===== src/hdl/fccw_pkg.sv =====
// Shared types and constants of the FAT12 cluster chain walker.
// Has no dependencies; every other file refers to it by scoped names.
package fccw_pkg;

  // Field widths
  localparam int CLUSTER_W  = 12;
  localparam int POS_W      = 13;
  localparam int BYTE_W     = 8;
  localparam int OFFS_W     = 32;
  localparam int BPC_W      = 16;
  localparam int CFG_IDX_W  = 1;
  localparam int CFG_DATA_W = 32;

  // Input item kinds
  localparam logic KIND_LOAD = 1'b0;
  localparam logic KIND_WALK = 1'b1;

  // Configuration register indexes
  localparam logic [CFG_IDX_W-1:0] CFG_DATA_BASE = 1'd0;
  localparam logic [CFG_IDX_W-1:0] CFG_BPC       = 1'd1;

  // Configuration reset values
  localparam logic [OFFS_W-1:0] DATA_BASE_RST = 32'd16896;
  localparam logic [BPC_W-1:0]  BPC_RST       = 16'd512;

  // FAT12 entry codes
  localparam logic [CLUSTER_W-1:0] ENTRY_END = 12'hFF8;
  localparam logic [CLUSTER_W-1:0] ENTRY_BAD = 12'hFF7;
  localparam logic [CLUSTER_W-1:0] ENTRY_MIN = 12'h002;

  // Command queue between front and back
  localparam int QDEPTH  = 2;
  localparam int QPTR_W  = 1;
  localparam int QCNT_W  = 2;

  // One classified command
  typedef struct packed {
    logic                 walk;
    logic [POS_W-1:0]     addr;
    logic [BYTE_W-1:0]    data;
    logic [CLUSTER_W-1:0] start;
  } cmd_t;

endpackage


===== src/hdl/fccw_queue.sv =====
// Short command queue that decouples the front from the back end.
// Depends on fccw_pkg for the command type and depth.
module fccw_queue (
  input  logic           clk,
  input  logic           rst_n,
  input  logic           push,
  input  fccw_pkg::cmd_t push_cmd,
  output logic           full,
  input  logic           pop,
  output logic           not_empty,
  output fccw_pkg::cmd_t pop_cmd
);

  fccw_pkg::cmd_t                entry_r [fccw_pkg::QDEPTH];
  logic [fccw_pkg::QPTR_W-1:0]   wptr_r, rptr_r;
  logic [fccw_pkg::QCNT_W-1:0]   cnt_r, cnt_nxt;

  assign full      = (cnt_r == fccw_pkg::QCNT_W'(fccw_pkg::QDEPTH));
  assign not_empty = (cnt_r != '0);
  assign pop_cmd   = entry_r[rptr_r];

  always_comb begin
    cnt_nxt = cnt_r;
    if (push && !pop) begin
      cnt_nxt = cnt_r + 1'b1;
    end else if (pop && !push) begin
      cnt_nxt = cnt_r - 1'b1;
    end
  end

  // Pointers and fill count
  always_ff @(posedge clk) begin
    if (!rst_n) begin
      wptr_r <= '0;
      rptr_r <= '0;
      cnt_r  <= '0;
    end else begin
      if (push) wptr_r <= wptr_r + 1'b1;
      if (pop)  rptr_r <= rptr_r + 1'b1;
      cnt_r <= cnt_nxt;
    end
  end

  // Payload storage
  always_ff @(posedge clk) begin
    if (push) begin
      entry_r[wptr_r] <= push_cmd;
    end
  end

  a_no_overflow: assert property (@(posedge clk) disable iff (!rst_n)
    push |-> (cnt_r != fccw_pkg::QCNT_W'(fccw_pkg::QDEPTH)))
    else $error("queue push while full");

  a_no_underflow: assert property (@(posedge clk) disable iff (!rst_n)
    pop |-> (cnt_r != '0))
    else $error("queue pop while empty");

endmodule


===== config.mk =====
export PLATFORM = sky130hd
export DESIGN_NAME = fccw_queue
export DESIGN_NICKNAME = d
export VERILOG_FILES = /design/src/hdl/fccw_pkg.sv /design/src/hdl/fccw_queue.sv
export SDC_FILE = /design/constraint.sdc
export NUM_CORES = 1
export LEC_CHECK = 0
export ABC_AREA = 1
export ABC_CLOCK_PERIOD_IN_PS = 2100
export BUFFER_PORTS_ARGS = -buffer_cell sky130_fd_sc_hd__buf_2
export CORE_MARGIN = 2
export CORE_UTILIZATION = 45
export CTS_BUF_LIST = sky130_fd_sc_hd__clkbuf_16
export DETAILED_ROUTE_END_ITERATION = 10
export PLACE_DENSITY = 0.72
export SETUP_SLACK_MARGIN = 0.15
export SYNTH_ARGS = -nofsm -noshare
export SYNTH_HDL_FRONTEND = slang
export SYNTH_SLANG_ARGS = --single-unit

===== constraint.sdc =====
create_clock -name clk -period 2.1 [get_ports clk]
set_clock_uncertainty 0.1 [all_clocks]
set_input_delay 0.105 -clock clk [delete_from_list [all_inputs] [get_ports clk]]
set_output_delay 0.105 -clock clk [all_outputs]
set_load 0.01 [all_outputs]

Word level (Yosys, flattened, before mapping)
Memories as Yosys holds them, arrays and structs flattened. A register that Yosys moved wholly into a read port is not among the register bits.
Index checks and enable logic that the tools add are counted.
{"block": "word_totals", "register_bits": 4, "latch_bits": 0, "ram_bits": 68, "romBits": 0, "in_bits": 38, "out_inout_bits": 36, "elab_cells": 21, "n_memories": 1}
{"name": "entry_r", "depth": 2, "word_bits": 34, "rd": 1, "rd_clocked_by_memory_dff": 1, "wr": 1, "line": "fccw_queue.sv:14", "text": "fccw_pkg::cmd_t entry_r [fccw_pkg::QDEPTH];"}
{"block": "op_classes", "n_addsub": 4, "n_mul": 0, "div_mod_pow": 0, "order_cmp": 0, "eq_ne": 1, "shift": 0, "n_mux": 6, "bitwise_logic": 0, "n_reduce_logical": 6}
{"cell": "1-bit 2-to-1 mux", "count": 4}
{"cell": "2-bit 2-to-1 mux", "count": 2}
{"cell": "2-bit nonzero test", "count": 2}
{"cell": "1-bit adder (second input constant)", "count": 2}
{"cell": "2-bit by 1-bit adder with 2-bit output (second input constant)", "count": 1}
{"cell": "2-bit == test (second input constant)", "count": 1}
{"cell": "1-bit logical AND", "count": 2}
{"cell": "1-bit zero test", "count": 2}
{"cell": "2-bit by 1-bit subtractor with 2-bit output (second input constant)", "count": 1}

Depth between registers and ports, before layout
{"block": "logic_depth", "ltp_word": 4, "depth_mapped": 8, "ltp_nobuf": 8}

Least setup slack after synthesis
OpenSTA, ideal clock, no wires.
{"block": "synth_timing", "path_type": "register -> register", "startpoint": "reg wptr_r", "endpoint": "mem entry_r[0][0] (netlist name), enable pin", "setup_ps": 426, "t_arrival_ps": 1759, "required_ps": 1574, "setup_slack_ps": -185, "path_stages_with_launch": 2, "cell_sequence": "dfxtp_1 nor2_1"}
{"item": "start, declared", "line": "fccw_queue.sv:15", "text": "logic [fccw_pkg::QPTR_W-1:0] wptr_r, rptr_r;"}
{"item": "start signal, assigned", "line": "fccw_queue.sv:38", "text": "if (push) wptr_r <= wptr_r + 1'b1;"}
{"item": "end, declared", "line": "fccw_queue.sv:14"}
No word-level cell before the write port.

==> impl_metrics.ini <==
[drt]
drt.antenna.violating_nets = 0
routedWlPerCell_um = 13.2
vias = 1554
drt_iter0_drc = 33
dr.pass1.iters = 4
via_per_inst = 4.54
drc = 0
wl_um = 4510

[die]
num_rows = 28
fp.dieH_um = 83.4
core_region_area_mm2 = 0.00599
start_util_pct = 47.3
die_area_mm2 = 0.00695
die_w_um = 83.4
io_pins = 74

[cts]
cts_buffer_depth = 2
cts_tree = built
cts_buffers = 9
clk_pin_slew_ps = 50
clock_sinks = 73
htreeDepth = 3
root_buffer = clkbuf_16
clk_latency_ps = 310

[setup_path]
worstSetupPathType = flop to output port
critPathTopFamily = buffers and inverters
worst_path_max_delay_cell = mux2_2
critPathMaxFanout = 17
cp_cell_sequence = buf_4 -> mux2_2 -> buf_2
arrival_ps = 1460
max_stage_delay_ps = 380
critical_path_required_ps = 1890
crit_buf_inv = 2
start_kind = flop
endpoint_kind = output port

[layout]
fillerInstances = 416
stdcell_area_mm2 = 0.00397
fin_nets = 301
area_growth_pct = 40.0
drive_above_1_share_pct = 47.6
diodes = 0

[yosys]
synth_cell_types = 14
synth_cells = 141
synth_area_leaders = edfxtp_1 72%, mux2_4 16%, dfxtp_1 3.5%
synth_top_area_cell = edfxtp_1
avgSynthCellArea_um2 = 20.1
syn_area_mm2 = 0.00284
syn_nets = 180
synth_seq_cells = 73
synth_top_cell_area_share_pct = 72.0
yosysSeqAreaShare_pct = 75.5
yosys_warnings = 0

[global_route]
antenna_found_initial = 0
grt_max_degree = 28
grt_pass1_wl_um = 7160
grt.overflow.total = 0
track_usage_pct = 13.4
grt_pass1_vias = 1646

[power_and_ir_drop]
power.clock.fraction_pct = 42.1
switching_share_pct = 19.3
ir_drop_mv = 0.527
net-switching-power_w = 0.000700
p_leak_nw = 1.64
power_density_mw_per_mm2 = 914
comb_power_share_pct = 11.0
p_seq_share_pct = 46.9
p_int_w = 0.00293

[sta]
finalMaxSlewViolations = 0
worst_pin_slew_ps = 349
max_freq_mhz = 599
setup_viol = 0
final-hold-violation-count = 0
slew_headroom_pct = 76.7
fin_tns_setup_ps = 0
period_needed_ps = 1670
grt_setup_unrepaired = no
finalCritPeriodShare_pct = 79.4

[place]
placed_area_mm2 = 0.00329
globalplace.congestion = 0.716
io_buffer_count = 73
dp_hpwl_um = 2890

[outcome]
status = complete, no violations

[run]
maxCapViolCount = 0

[hold_path]
hold_class = primary input to flop
routing by layer:
layer	vias to the layer above	wire length, um	GRT usage [%]
li1	770	-	-
met1	740	1760	13.5
met2	36	2530	25.7
met3	8	151	2.98
met4	0	70	6.71
met5	-	0	0
final timing paths:
path	depth (start not counted)	slack [ps]	to	start
hold / removal	2	410	entry_r[1][5]	push_cmd[5]
setup / recovery	3	430	pop_cmd[19]	flop
hold reg to reg	2	420	rptr_r	rptr_r
setup reg to reg	3	690	entry_r[1][3]	wptr_r
timing repair:
| item | in CTS | in global routing |
|---|---|---|
| hold buffers | 37 | 0 |
| endpoints found under the hold margin | 73 | 0 |
| setup buffers | 0 | 0 |
| gates resized for setup | 0 | 0 |
synth_stat cells:
library cell  number
nor2_1             8
a21oi_1            1
nand4_1            1
buf_6              1
dfxtp_1            5
buf_12             3
edfxtp_1          68
inv_1              8
mux2_4            30
nand2_1            9
o21ai_0            1
nand3_1            1
mux2_2             4
ha_1               1
layout by cell type, fill, tap and decap left out, drive strengths merged:
cell / count
dlygate4sd3: 37
clkbuf: 9
clkinv: 2
nand4: 1
mux2: 34
inv: 9
nand3: 1
nor2: 8
a21oi: 1
bufinv: 2
ha: 1
o21ai: 1
dfxtp: 5
clkinvlp: 2
edfxtp: 68
buf: 77
nand2: 9
area by class of cell:
cell class | count | area (um2) | area share (%)
flip-flops and latches | 73 | 2140 | 54.0
repair buffers | 114 | 791 | 19.9
multi-input cells | 56 | 601 | 15.1
clock buffers | 9 | 225 | 5.67
well taps | 75 | 93.8 | 2.36
clock inverters | 7 | 87.6 | 2.21
inverters | 8 | 30.0 | 0.756
through the flow:
step	hold WS (ps)	setup slack, ps	cells	util (%)	power, W
global route	416	371	342	66.3	0.00377
CTS	399	408	342	66.3	0.00368
floorplan	104	370	141	-	0.00195
detailed placement	196	684	289	54.9	0.00208
finish	411	432	342	66.3	0.00363
global placement	194	711	289	54.9	0.00207
registers in the layout, indices dropped and copies added, names as in the netlist, named ones only:
signal / cells
rptr_r: 1
wptr_r: 1
entry_r: 68
cnt_r: 2
power by group through the flow:
stage / logic (W) / clock network, W / registers [W]
3_3_place_gp: 0.000344 / 0 / 0.00173
3_5_place_dp: 0.000351 / 0 / 0.00173
6_report: 0.000398 / 0.00153 / 0.00170
5_1_grt: 0.000433 / 0.00163 / 0.00171
4_1_cts: 0.000406 / 0.00157 / 0.00170
2_1_floorplan: 0.000228 / 0 / 0.00173
cells by family after synthesis:
family	share of synthesized area, %
AND/OR/NAND/NOR	2.65
multiplexers	17.5
buffers and inverters	3.57
flip-flops	75.5
AO/OA/AOI/OAI	0.353
adder cells (fa/ha/maj)	0.441
(Power assumes the default switching activity.)
